## config.mk

```make
export PLATFORM = sky130hd
export DESIGN_NAME = gtp_cordic_cell
export DESIGN_NICKNAME = d
export VERILOG_FILES = /design/src/design/gtp_pkg.sv /design/src/design/gtp_cordic_cell.sv
export SDC_FILE = /design/constraint.sdc
export NUM_CORES = 1
export LEC_CHECK = 0
export BUFFER_PORTS_ARGS = -buffer_cell sky130_fd_sc_hd__buf_2
export CORE_MARGIN = 5
export CORE_UTILIZATION = 55
export CTS_CLUSTER_SIZE = 8
export DETAILED_ROUTE_END_ITERATION = 10
export GPL_ROUTABILITY_DRIVEN = 1
export PLACE_DENSITY = 0.83
export SLEW_MARGIN = 20
export SYNTH_ARGS = -nofsm -noshare
export SYNTH_HDL_FRONTEND = slang
export SYNTH_SLANG_ARGS = --single-unit
```

## constraint.sdc

```tcl
create_clock -name i_clk -period 4.1 [get_ports i_clk]
set_input_delay 0.615 -clock i_clk [delete_from_list [all_inputs] [get_ports i_clk]]
set_output_delay 0.615 -clock i_clk [all_outputs]
set_load 0.01 [all_outputs]
```

## src/design/gtp_pkg.sv

```systemverilog
// ----------------------------------------------------------------------------
// gtp_pkg: shared types and constants of the go-to-point controller
// Payload structs, the vector that travels down the CORDIC chain, the
// configuration register set and the arctangent table.
// ----------------------------------------------------------------------------
package gtp_pkg;

    // datapath widths
    localparam int XW         = 36;   // CORDIC x/y, signed
    localparam int AW         = 34;   // angle accumulator, signed Q2.30
    localparam int CFG_IDX_W  = 3;
    localparam int CFG_DATA_W = 31;

    // configuration register indexes
    localparam logic [CFG_IDX_W-1:0] CFG_HEADING_GAIN = 3'd0;
    localparam logic [CFG_IDX_W-1:0] CFG_SPEED_GAIN   = 3'd1;
    localparam logic [CFG_IDX_W-1:0] CFG_MAX_SPEED    = 3'd2;
    localparam logic [CFG_IDX_W-1:0] CFG_MAX_TURN     = 3'd3;
    localparam logic [CFG_IDX_W-1:0] CFG_HEADING_LIM  = 3'd4;

    // register reset values
    localparam logic [15:0] HEADING_GAIN_RST = 16'd640;
    localparam logic [15:0] SPEED_GAIN_RST   = 16'd461;
    localparam logic [30:0] MAX_SPEED_RST    = 31'd13107;
    localparam logic [14:0] MAX_TURN_RST     = 15'd12288;
    localparam logic [14:0] HEADING_LIM_RST  = 15'd3217;

    // angle and gain constants
    localparam logic signed [AW-1:0] PI_HALF_Q30  = 34'sd1686629713;
    localparam logic signed [17:0]   PI_Q13       = 18'sd25736;
    localparam logic signed [17:0]   TWO_PI_Q13   = 18'sd51472;
    localparam logic [31:0]          INV_GAIN_Q32 = 32'd2608131496;

    typedef struct packed {
        logic signed [31:0] robot_x;
        logic signed [31:0] robot_y;
        logic signed [15:0] robot_heading;
        logic signed [31:0] target_x;
        logic signed [31:0] target_y;
    } t_pose_in;

    typedef struct packed {
        logic [30:0]        forward_speed;
        logic signed [15:0] turn_rate;
        logic signed [15:0] bearing_error;
        logic [31:0]        target_distance;
    } t_cmd_out;

    // vector handed from cell to cell
    typedef struct packed {
        logic signed [XW-1:0] x;
        logic signed [XW-1:0] y;
        logic signed [AW-1:0] ang;
        logic signed [15:0]   heading;
    } t_vec;

    typedef struct packed {
        logic [15:0] heading_gain;
        logic [15:0] speed_gain;
        logic [30:0] max_forward_speed;
        logic [14:0] max_turn_rate;
        logic [14:0] heading_limit;
    } t_cfg;

    // arctangent of 2^-idx in Q2.30
    function automatic logic [30:0] atan_q30(input int unsigned idx);
        logic [30:0] v;
        unique case (idx)
            0:  v = 31'd843314856;
            1:  v = 31'd497837829;
            2:  v = 31'd263043836;
            3:  v = 31'd133525158;
            4:  v = 31'd67021686;
            5:  v = 31'd33543515;
            6:  v = 31'd16775850;
            7:  v = 31'd8388437;
            8:  v = 31'd4194282;
            9:  v = 31'd2097149;
            10: v = 31'd1048575;
            11: v = 31'd524287;
            12: v = 31'd262143;
            13: v = 31'd131071;
            14: v = 31'd65535;
            15: v = 31'd32767;
            16: v = 31'd16383;
            17: v = 31'd8191;
            18: v = 31'd4095;
            19: v = 31'd2047;
            20: v = 31'd1023;
            21: v = 31'd511;
            22: v = 31'd255;
            23: v = 31'd127;
            24: v = 31'd63;
            25: v = 31'd31;
            26: v = 31'd15;
            27: v = 31'd8;
            28: v = 31'd4;
            29: v = 31'd2;
            30: v = 31'd1;
            default: v = 31'd0;
        endcase
        return v;
    endfunction

endpackage

```

## src/design/gtp_cordic_cell.sv

```systemverilog
// ----------------------------------------------------------------------------
// gtp_cordic_cell: one CORDIC vectoring iteration
// Rotates the vector toward the x axis by atan(2^-STAGE_IDX) and updates
// the angle accumulator; one register stage per cell.
// ----------------------------------------------------------------------------
module gtp_cordic_cell #(
    parameter int STAGE_IDX = 0
) (
    input  logic          i_clk,
    input  logic          i_rst_n,
    input  logic          i_adv,
    input  logic          i_valid,
    input  gtp_pkg::t_vec i_vec,
    output logic          o_valid,
    output gtp_pkg::t_vec o_vec
);

    logic signed [gtp_pkg::XW-1:0] xs, ys;
    logic signed [gtp_pkg::AW-1:0] ang_step;
    gtp_pkg::t_vec                 n_vec;
    gtp_pkg::t_vec                 r_vec;
    logic                          r_valid;

    // rotate by the sign of y; leave the vector alone when y is zero
    always_comb begin
        xs       = i_vec.x >>> STAGE_IDX;
        ys       = i_vec.y >>> STAGE_IDX;
        ang_step = $signed({3'b000, gtp_pkg::atan_q30(STAGE_IDX)});
        n_vec    = i_vec;
        if (!i_vec.y[gtp_pkg::XW-1] && (i_vec.y != '0)) begin
            n_vec.x   = i_vec.x + ys;
            n_vec.y   = i_vec.y - xs;
            n_vec.ang = i_vec.ang + ang_step;
        end else if (i_vec.y[gtp_pkg::XW-1]) begin
            n_vec.x   = i_vec.x - ys;
            n_vec.y   = i_vec.y + xs;
            n_vec.ang = i_vec.ang - ang_step;
        end
    end

    always_ff @(posedge i_clk) begin
        if (!i_rst_n) begin
            r_valid <= 1'b0;
        end else if (i_adv) begin
            r_valid <= i_valid;
        end
    end

    always_ff @(posedge i_clk) begin
        if (i_adv) begin
            r_vec <= n_vec;
        end
    end

    assign o_valid = r_valid;
    assign o_vec   = r_vec;

endmodule

```

==> results.toml <==
[outcome]
status = "completed"

[timing]
maxSlewHeadroom = 0.359
worstMarginPinSlew_ns = 0.960
setup_ws_ns = 0.479
rsz0062_at_grt = "no"
min_period_ns = 3.62
finalSetupViolCount = 0
drv_slew = 0
fin_crit_sh = 0.883
setup-tns-final_ns = 0
finalHoldViolations = 0
holdWs_ns = 0.347
fmax_ghz = 0.276
skew_ns = 0

[die]
initial_core_util = 0.561
die_x_um = 157
rows = 53
io_pins = 249
core-area_um2 = 21100
dieArea_um2 = 24600
fp.dieH_um = 157

[synthesis]
yosys_warnings = 0
synth_top_cell_area_share = 0.309
seq_area_frac_synth = 0.311
synth.distinct_cells = 82
synth_edf_count = 122
syn_area_per_cell_um2 = 8.38
ys_seq_elements = 123
syn-num-nets = 1648
synth_area_um2 = 11800
yosysTopAreaCell = "edfxtp_1"
async_flop_share = 0
synthTopCellsByCount = "a21oi_1, edfxtp_1, inv_1"
synth.most_common_cell = "a21oi_1"
synthTopCellsByArea = "edfxtp_1, ha_1, a21oi_1"
ys.flop_type = "edfxtp_1"
syn_inst = 1412

[placed_design]
place_congestion = 1.07
hpwl_mm = 34.9
port_buffers = 248
dp_slack_ns = -0.000809

[global_route]
grt_max_degree = 65
grt.total_usage = 0.363
grt_pass1_wl_mm = 69.7
grt_pass1_vias = 12300
grt_overflow = 0
antenna_found_initial = 1

[clock_network]
clkSinkCount = 123
cts-root-buf = "clkbuf_16"
htree_levels = 4
clk_latency_ns = 0.44
clkSlewWorstSetupHoldPaths_ns = 0.07
clockBufferDepth = 2
ctsResizeCount = 0
cts_buffers = 17
cts_tree = "done"
cts_setup_buffers = 0
postCtsHoldBufs = 0

[worst_setup_path]
cp.arrival_ns = 3.81
r2r_slack_ns = 3.51
crit_family = "compound AO/OA/AOI/OAI gates"
critPathMaxStageDelay_ns = 0.58
start_kind = "input port"
path_cells = "buf_2, inv_1, ha_1, buf_4, nor4_1, a21boi_1, o31ai_1, o31ai_2, and3_1, nor2_1, a221oi_1, a21oi_1"
end_kind = "flop"
worst-path-buf-inv = 3
worstSetupPathType = "input port to flop"
required_ns = 4.29
worstPathMaxFanout = 5
crit_slowest_cell = "nor4_1"

[power]
peakVddDrop_uv = 297
power.density_nw_per_um2 = 354
p_leak_nw = 6.36

[routing]
wirelength_mm = 46.3
postRouteAntennaNets = 0
drcViolationCount = 0
via_count = 13100
vias_per_cell = 6.61
routedWlPerCell_um = 23.4
drt_iter0_markers = 1753
first_pass_iters = 7

[run]
cap_violations = 0

[final_layout]
fillers = 1774
fin_util = 0.683
fin_nets = 1925
drive_above_1_share = 0.238
syn2layout_area_growth_pct = 21.6

[worst_hold_path]
hold_class = "input port to flop"
[power by group]
part / total, mW / switching, mW / internal, mW
registers: 1.64 / 0.0479 / 1.59
logic: 1.84 / 1.14 / 0.695
clock network: 1.63 / 0.709 / 0.920
total: 5.10 / 1.90 / 3.20
[cell usage in the layout, fill, tap and decap left out, types with 7 or more instances in the layout]
cell / n
edfxtp_1: 122
nand2b_1: 10
nand2_1: 84
a21o_1: 29
and3_1: 7
nand4_1: 14
nor4_1: 21
a221oi_1: 25
inv_1: 115
nor2_1: 106
buf_2: 246
buf_4: 92
inv_6: 8
o21ai_0: 85
o22a_1: 8
o21a_1: 13
or2_2: 8
o31ai_1: 27
a22oi_1: 14
nand3_1: 25
clkbuf_16: 17
a21oi_1: 182
xor2_1: 13
o21bai_1: 26
o211ai_1: 11
nor2b_1: 17
a31oi_1: 17
xnor2_1: 47
o221ai_1: 8
a211oi_1: 9
nor3_1: 36
ha_1: 107
o22ai_1: 26
[worst reg2reg max path, stage by stage (launching register included)]
cell and delay, ns:
dfxtp_1 0.31, mux2i_1 0.12, nor2b_1 0.06
[layer usage]
layer	vias up	routed length (um)	global-route usage
met3	177	5810	0.0805
met2	1051	20300	0.568
met1	6014	18200	0.495
met5	-	0	0
met4	0	1910	0.133
li1	5830	-	-
[area by class of cell]
type / instances / area (um^2) / area share
well taps: 275 / 344 / 0.0239
repair buffers: 338 / 1920 / 0.133
clock buffers: 17 / 425 / 0.0295
multi-input cells: 1090 / 7390 / 0.514
flip-flops and latches: 123 / 3680 / 0.256
inverters: 119 / 447 / 0.0310
clock inverters: 15 / 179 / 0.0124
diodes: 1 / 2.50 / 0.000174
[worst paths after layout]
path	from	cells past startpoint	endpoint
setup / recovery	i_vec[57]	12	o_vec[79]
hold / removal	i_vec[4]	1	o_vec[4]
setup reg to reg	o_valid	2	o_valid
hold reg to reg	o_valid	2	o_valid
[cell families after synthesis]
| logic type | share of synthesized area |
|---|---|
| buffers and inverters | 0.0652 |
| XOR/XNOR | 0.0444 |
| flip-flops | 0.311 |
| adder cells (fa/ha/maj) | 0.118 |
| AO/OA/AOI/OAI | 0.310 |
| AND/OR/NAND/NOR | 0.146 |
| multiplexers | 0.00507 |
[flip-flops by register name, indices dropped and copies added (netlist names)]
signal and count:
o_valid 1, o_vec 122
[per-stage QoR]
stage | power (mW) | instances | area, um^2
after floorplan | 2.70 | 1412 | 11800
after global placement | 3.40 | 1945 | 13800
after detailed placement | 3.43 | 1945 | 13800
after CTS | 5.05 | 1977 | 14400
after global routing | 5.30 | 1978 | 14400
final | 5.10 | 1978 | 14400
Power figures use the tool's default switching activity.
