`src/design/gtp_pkg.sv`:
```
// ----------------------------------------------------------------------------
// gtp_pkg: shared types and constants of the go-to-point controller
// Payload structs, the vector that travels down the CORDIC chain, the
// configuration register set and the arctangent table.
// ----------------------------------------------------------------------------
package gtp_pkg;

    // datapath widths
    localparam int XW         = 36;   // CORDIC x/y, signed
    localparam int AW         = 34;   // angle accumulator, signed Q2.30
    localparam int CFG_IDX_W  = 3;
    localparam int CFG_DATA_W = 31;

    // configuration register indexes
    localparam logic [CFG_IDX_W-1:0] CFG_HEADING_GAIN = 3'd0;
    localparam logic [CFG_IDX_W-1:0] CFG_SPEED_GAIN   = 3'd1;
    localparam logic [CFG_IDX_W-1:0] CFG_MAX_SPEED    = 3'd2;
    localparam logic [CFG_IDX_W-1:0] CFG_MAX_TURN     = 3'd3;
    localparam logic [CFG_IDX_W-1:0] CFG_HEADING_LIM  = 3'd4;

    // register reset values
    localparam logic [15:0] HEADING_GAIN_RST = 16'd640;
    localparam logic [15:0] SPEED_GAIN_RST   = 16'd461;
    localparam logic [30:0] MAX_SPEED_RST    = 31'd13107;
    localparam logic [14:0] MAX_TURN_RST     = 15'd12288;
    localparam logic [14:0] HEADING_LIM_RST  = 15'd3217;

    // angle and gain constants
    localparam logic signed [AW-1:0] PI_HALF_Q30  = 34'sd1686629713;
    localparam logic signed [17:0]   PI_Q13       = 18'sd25736;
    localparam logic signed [17:0]   TWO_PI_Q13   = 18'sd51472;
    localparam logic [31:0]          INV_GAIN_Q32 = 32'd2608131496;

    typedef struct packed {
        logic signed [31:0] robot_x;
        logic signed [31:0] robot_y;
        logic signed [15:0] robot_heading;
        logic signed [31:0] target_x;
        logic signed [31:0] target_y;
    } t_pose_in;

    typedef struct packed {
        logic [30:0]        forward_speed;
        logic signed [15:0] turn_rate;
        logic signed [15:0] bearing_error;
        logic [31:0]        target_distance;
    } t_cmd_out;

    // vector handed from cell to cell
    typedef struct packed {
        logic signed [XW-1:0] x;
        logic signed [XW-1:0] y;
        logic signed [AW-1:0] ang;
        logic signed [15:0]   heading;
    } t_vec;

    typedef struct packed {
        logic [15:0] heading_gain;
        logic [15:0] speed_gain;
        logic [30:0] max_forward_speed;
        logic [14:0] max_turn_rate;
        logic [14:0] heading_limit;
    } t_cfg;

    // arctangent of 2^-idx in Q2.30
    function automatic logic [30:0] atan_q30(input int unsigned idx);
        logic [30:0] v;
        unique case (idx)
            0:  v = 31'd843314856;
            1:  v = 31'd497837829;
            2:  v = 31'd263043836;
            3:  v = 31'd133525158;
            4:  v = 31'd67021686;
            5:  v = 31'd33543515;
            6:  v = 31'd16775850;
            7:  v = 31'd8388437;
            8:  v = 31'd4194282;
            9:  v = 31'd2097149;
            10: v = 31'd1048575;
            11: v = 31'd524287;
            12: v = 31'd262143;
            13: v = 31'd131071;
            14: v = 31'd65535;
            15: v = 31'd32767;
            16: v = 31'd16383;
            17: v = 31'd8191;
            18: v = 31'd4095;
            19: v = 31'd2047;
            20: v = 31'd1023;
            21: v = 31'd511;
            22: v = 31'd255;
            23: v = 31'd127;
            24: v = 31'd63;
            25: v = 31'd31;
            26: v = 31'd15;
            27: v = 31'd8;
            28: v = 31'd4;
            29: v = 31'd2;
            30: v = 31'd1;
            default: v = 31'd0;
        endcase
        return v;
    endfunction

endpackage

```
`src/design/gtp_post.sv`:
```
// ----------------------------------------------------------------------------
// gtp_post: bearing, distance, error and command stages
// Rounds the bearing, scales the CORDIC length, wraps the heading error,
// applies the gains and limits, and holds the result in the output register.
// ----------------------------------------------------------------------------
module gtp_post (
    input  logic              i_clk,
    input  logic              i_rst_n,
    input  logic              i_adv,
    input  logic              i_valid,
    input  gtp_pkg::t_vec     i_vec,
    input  gtp_pkg::t_cfg     i_cfg,
    output logic              o_valid,
    output gtp_pkg::t_cmd_out o_data
);

    localparam int XW = gtp_pkg::XW;
    localparam int AW = gtp_pkg::AW;

    // stage A: bearing and length partial products
    logic signed [AW:0]    ang_rnd;
    logic signed [AW-17:0] brg_wide;
    logic signed [15:0]    n_a_brg;
    logic [XW-2:0]         ux;
    logic [XW+14:0]        n_a_phi;
    logic [47:0]           plo_full;
    logic                  r_a_valid;
    logic [XW+14:0]        r_a_phi;
    logic [31:0]           r_a_plo;
    logic signed [15:0]    r_a_brg;
    logic signed [15:0]    r_a_hd;

    always_comb begin
        ang_rnd  = {i_vec.ang[AW-1], i_vec.ang} + $signed((AW+1)'(65536));
        brg_wide = ang_rnd[AW:17];
        if (brg_wide > gtp_pkg::PI_Q13) begin
            n_a_brg = gtp_pkg::PI_Q13[15:0];
        end else if (brg_wide < -gtp_pkg::PI_Q13) begin
            n_a_brg = -gtp_pkg::PI_Q13[15:0];
        end else begin
            n_a_brg = brg_wide[15:0];
        end
        ux = (!i_vec.x[XW-1] && (i_vec.x != '0)) ? i_vec.x[XW-2:0] : '0;
        n_a_phi  = (XW+15)'(ux[XW-2:16]) * (XW+15)'(gtp_pkg::INV_GAIN_Q32);
        plo_full = 48'(ux[15:0]) * 48'(gtp_pkg::INV_GAIN_Q32);
    end

    // stage B: distance sum and wrapped heading error
    logic [XW+15:0]     dsum;
    logic [XW-1:0]      dshift;
    logic [31:0]        n_b_dist;
    logic signed [17:0] err_raw;
    logic signed [17:0] err_wrap;
    logic               r_b_valid;
    logic [31:0]        r_b_dist;
    logic signed [15:0] r_b_err;

    always_comb begin
        dsum     = (XW+16)'(r_a_phi) + (XW+16)'(r_a_plo);
        dshift   = dsum[XW+15:16];
        n_b_dist = (|dshift[XW-1:32]) ? 32'hFFFF_FFFF : dshift[31:0];
        err_raw  = {{2{r_a_brg[15]}}, r_a_brg} - {{2{r_a_hd[15]}}, r_a_hd};
        err_wrap = err_raw;
        if (err_raw < -gtp_pkg::PI_Q13) begin
            err_wrap = err_raw + gtp_pkg::TWO_PI_Q13;
        end
        if (err_wrap > gtp_pkg::PI_Q13) begin
            err_wrap = err_wrap - gtp_pkg::TWO_PI_Q13;
        end
    end

    // stage C: gain products and heading test
    logic signed [32:0] n_c_tprod;
    logic [47:0]        n_c_sprod;
    logic signed [16:0] err17;
    logic [16:0]        aerr;
    logic               r_c_valid;
    logic signed [32:0] r_c_tprod;
    logic [47:0]        r_c_sprod;
    logic signed [15:0] r_c_err;
    logic [31:0]        r_c_dist;
    logic               r_c_over;

    always_comb begin
        n_c_tprod = $signed({1'b0, i_cfg.heading_gain}) * r_b_err;
        n_c_sprod = 48'(i_cfg.speed_gain) * 48'(r_b_dist);
        err17     = {r_b_err[15], r_b_err};
        aerr      = err17[16] ? 17'(-err17) : 17'(err17);
    end

    // stage D: round, limit and assemble the item
    logic signed [33:0] trnd;
    logic signed [25:0] tsh;
    logic signed [25:0] tlim;
    logic signed [15:0] n_turn;
    logic [48:0]        srnd;
    logic [40:0]        ssh;
    logic [30:0]        n_speed;
    gtp_pkg::t_cmd_out  n_out;
    logic               r_out_valid;
    gtp_pkg::t_cmd_out  r_out;

    always_comb begin
        trnd = {r_c_tprod[32], r_c_tprod} + 34'sd128;
        tsh  = trnd[33:8];
        tlim = $signed({11'b0, i_cfg.max_turn_rate});
        if (tsh > tlim) begin
            n_turn = tlim[15:0];
        end else if (tsh < -tlim) begin
            n_turn = -tlim[15:0];
        end else begin
            n_turn = tsh[15:0];
        end
        srnd = {1'b0, r_c_sprod} + 49'd128;
        ssh  = srnd[48:8];
        if (r_c_over) begin
            n_speed = '0;
        end else if (ssh > {10'b0, i_cfg.max_forward_speed}) begin
            n_speed = i_cfg.max_forward_speed;
        end else begin
            n_speed = ssh[30:0];
        end
        n_out.forward_speed   = n_speed;
        n_out.turn_rate       = n_turn;
        n_out.bearing_error   = r_c_err;
        n_out.target_distance = r_c_dist;
    end

    // advance stage valids together
    always_ff @(posedge i_clk) begin
        if (!i_rst_n) begin
            r_a_valid   <= 1'b0;
            r_b_valid   <= 1'b0;
            r_c_valid   <= 1'b0;
            r_out_valid <= 1'b0;
        end else if (i_adv) begin
            r_a_valid   <= i_valid;
            r_b_valid   <= r_a_valid;
            r_c_valid   <= r_b_valid;
            r_out_valid <= r_c_valid;
        end
    end

    // payload registers
    always_ff @(posedge i_clk) begin
        if (i_adv) begin
            r_a_phi   <= n_a_phi;
            r_a_plo   <= plo_full[47:16];
            r_a_brg   <= n_a_brg;
            r_a_hd    <= i_vec.heading;
            r_b_dist  <= n_b_dist;
            r_b_err   <= err_wrap[15:0];
            r_c_tprod <= n_c_tprod;
            r_c_sprod <= n_c_sprod;
            r_c_err   <= r_b_err;
            r_c_dist  <= r_b_dist;
            r_c_over  <= aerr > {2'b0, i_cfg.heading_limit};
            r_out     <= n_out;
        end
    end

    assign o_valid = r_out_valid;
    assign o_data  = r_out;

endmodule

```
`config.mk`:
```
export PLATFORM = sky130hd
export DESIGN_NAME = gtp_post
export DESIGN_NICKNAME = d
export VERILOG_FILES = /design/src/design/gtp_pkg.sv /design/src/design/gtp_post.sv
export SDC_FILE = /design/constraint.sdc
export NUM_CORES = 2
export LEC_CHECK = 0
export BUFFER_PORTS_ARGS = -buffer_cell sky130_fd_sc_hd__buf_2
export CAP_MARGIN = 15
export CORE_MARGIN = 4
export CORE_UTILIZATION = 61
export DETAILED_ROUTE_END_ITERATION = 12
export GPL_TIMING_DRIVEN = 0
export PLACE_DENSITY = 0.83
export SYNTH_ARGS = -nofsm -noshare
export SYNTH_HDL_FRONTEND = slang
export SYNTH_SLANG_ARGS = --single-unit
export TNS_END_PERCENT = 1
```
`constraint.sdc`:
```
create_clock -name i_clk -period 16.5 [get_ports i_clk]
set_input_delay 0.825 -clock i_clk [delete_from_list [all_inputs] [get_ports i_clk]]
set_output_delay 0.825 -clock i_clk [all_outputs]
set_load 0.03 [all_outputs]
```
==> impl_metrics.py <==
metrics = {
    "placed_design": {
        "hpwl_mm": 128,
        "port_buffers": 258,
        "gp_congestion": 1.01,
    },
    "clocking": {
        "htree_levels": 2,
        "cts_hold_buf": 0,
        "numCtsBuffers": 45,
        "clk_latency_ns": 0.62,
        "post_cts_buffers": 0,
        "cts_sinks": 372,
        "cts_buffer_depth": 3,
        "cts.repair.resized": 0,
        "cts-root-buf": "clkbuf_16",
        "cts_tree": "built",
        "cts.clk_slew.worst_paths_ns": 0.06,
    },
    "detailed_routing": {
        "routed_wl_mm": 152,
        "drc": 0,
        "dr.pass1.iters": 9,
        "drt_iter0_markers": 3287,
        "dr_wl_met2_mm": 70.4,
        "ant_nets": 0,
        "viasPerCell": 5.61,
        "wl_met1_mm": 61.4,
        "dr_total_vias": 43700,
        "highest_layer": "met4",
        "wl_met3_mm": 12.9,
        "wl_per_cell_um": 19.4,
    },
    "setup_path": {
        "worstPathArrival_ns": 10.60,
        "crit_path_end_kind": "flip-flop",
        "rr_startpoint": "r_b_dist[8]",
        "worstSetupPathType": "in2reg",
        "crit_slowest_cell": "a221oi_1",
        "reg2reg_slack_ns": 8.21,
        "crit_path_max_fanout": 10,
        "reg2regPathDepth": 21,
        "worstPathRequired_ns": 16.91,
        "cpPeakStageDelay_ns": 0.88,
        "rr_endpoint": "r_c_sprod[45]",
        "worst_setup_path_start_kind": "input port",
    },
    "cells_and_area": {
        "fillers": 7621,
        "drive_gt1_share_pct": 5.79,
        "syn_to_final_growth_pct": 7.70,
        "num-nets-final": 8410,
    },
    "timing": {
        "relSlewSlack_pct": 25.5,
        "slew_viol_final": 0,
        "fmax_mhz": 98.2,
        "finalHoldViolCount": 0,
        "fin_crit_sh_pct": 61.7,
        "setup_viol": 0,
        "worst_pin_slew_ns": 1.11,
        "post-route-min-period_ns": 10.19,
        "skew_ns": 0.0379,
        "rsz0062_at_grt": "false",
        "fin_tns_setup_ns": 0,
    },
    "min_path": {
        "holdPathEnd": "r_a_hd[10]",
        "holdPathStages": 1,
        "hold_class": "in2reg",
        "hold_path.startpoint": "i_vec[10]",
    },
    "logic_synthesis": {
        "yosysWarnings": 0,
        "async_flop_share_pct": 0,
        "synth_compound_area_share_pct": 6.89,
        "synth-edff-count": 368,
        "syn_avg_cell_area_um2": 9.80,
        "synth-simple-area-share_pct": 12.4,
        "synth_seq_cells": 372,
        "synthAdderAreaFrac_pct": 48.3,
        "synth_top_family_by_area": "adder cells",
        "syn-instance-count": 6162,
        "synth.cell_area_um2": 60400,
        "muxShareOfSynthArea_pct": 0.365,
        "seq_area_frac_synth_pct": 18.4,
        "synth_nets": 8102,
        "synth_xor_area_share_pct": 3.64,
        "synth_cell_types": 85,
        "synth_flop_cell": "edfxtp_1",
    },
    "global_route": {
        "grt_pass1_vias": 46300,
        "grt_max_degree": 140,
        "grt_usage_pct": 29.9,
        "grt_pass1_wl_mm": 244,
        "overflow": 0,
        "antenna_found_initial": 6,
    },
    "die": {
        "coreArea_um2": 98300,
        "dieArea_um2": 104000,
        "initial_core_util_pct": 61.5,
        "placementRows": 115,
        "io-pin-count": 315,
        "die_y_um": 323,
        "die_w_um": 323,
    },
    "run": {
        "max-cap-violations": 0,
    },
    "outcome": {
        "status": "finished, final reports clean",
    },
}
[area by class of cell]
class | count | area [um^2] | share of cell area (%)
Sequential cell | 372 | 11100 | 17.1
Timing Repair Buffer | 261 | 1380 | 2.13
Inverter | 1432 | 5380 | 8.26
Tap cell | 1287 | 1610 | 2.48
Buffer | 167 | 643 | 0.989
Antenna cell | 7 | 17.5 | 0.0269
Multi-Input combinational cell | 4191 | 43200 | 66.5
Clock buffer | 51 | 1170 | 1.80
Clock inverter | 33 | 467 | 0.718
[metrics by stage]
stage                     hold slack, ns  instance area (um^2)  util [%]  worst slack (ns)  cells
after floorplan                    0.400                 60400         -              8.38   6162
after global placement             0.400                 63300      64.4              5.82   7707
after detailed placement           0.405                 63400      64.5              5.79   7710
after CTS                          0.342                 65000      66.2              6.31   7794
after global routing               0.359                 65000      66.2              6.02   7797
final                              0.387                 65000      66.2              6.31   7801
[synth_stat cells (all sizes together), types with 63 or more instances]
cell       n  area, um^2
o21a      65         489
fa      1016       20300
xnor2    177        1550
a21o      85         638
inv     1432        5380
and2     256        1600
nand2    707        2650
nor3      63         325
edfxtp   368       11100
nand3     66         330
o21ai    106         531
clkbuf   154         578
ha       705        8820
xor2      74         648
nor2     228         858
a21oi    149         746
[layout by cell type (no fill, tap or decap), types with 159 or more instances in the layout]
cell | netlist | routed
nor2_1 | 227 | 227
edfxtp_1 | 368 | 368
fa_1 | 1016 | 1016
inv_1 | 1432 | 1432
clkbuf_1 | 154 | 159
ha_1 | 705 | 705
nand2_1 | 707 | 707
and2_1 | 255 | 255
xnor2_1 | 177 | 177
buf_2 | 4 | 261
[critical path: cells and delay by family]
kind,cells,cell delay (ns)
buffers and inverters,8,1.34
adders and majority gates,7,3.57
xor gates and xnor gates,1,0.21
AOI/OAI and AO/OA,9,2.81
and+or+nand+nor,7,1.81
[layer usage]
layer | track usage, % | up-vias
li1 | - | 20000
met1 | 39.5 | 21500
met2 | 49.0 | 1884
met3 | 5.99 | 387
met4 | 12.3 | 0
met5 | 0 | -
[flip-flops by register name, indices dropped and copies added, names as in the netlist]
| name | cells |
|---|---|
| o_data | 95 |
| o_valid | 1 |
| r_a_brg | 16 |
| r_a_hd | 16 |
| r_a_phi | 48 |
| r_a_plo | 29 |
| r_a_valid | 1 |
| r_b_dist | 32 |
| r_b_err | 16 |
| r_b_valid | 1 |
| r_c_dist | 32 |
| r_c_err | 16 |
| r_c_over | 1 |
| r_c_sprod | 41 |
| r_c_tprod | 26 |
| r_c_valid | 1 |
[worst max-delay path by stage]
stage,start,end,cells after the start
5_1_grt,i_vec[90],r_a_plo[30],32
3_3_place_gp,i_vec[90],r_a_plo[30],32
3_5_place_dp,i_vec[90],r_a_plo[30],32
6_report,i_vec[106],r_a_plo[29],32
4_1_cts,i_vec[90],r_a_plo[30],32
2_1_floorplan,i_vec[107],r_a_plo[30],31
[logic make-up after synthesis]
kind of cell | count (synthesis)
AO/OA/AOI/OAI | 614
XOR/XNOR | 251
adder cells (fa/ha/maj) | 1722
buffers and inverters | 1599
flip-flops | 372
multiplexers | 22
AND/OR/NAND/NOR | 1582
Power is left out: the tool's default activity adds up to more than one toggle a clock period on the data nets, which glitch-free logic cannot reach.
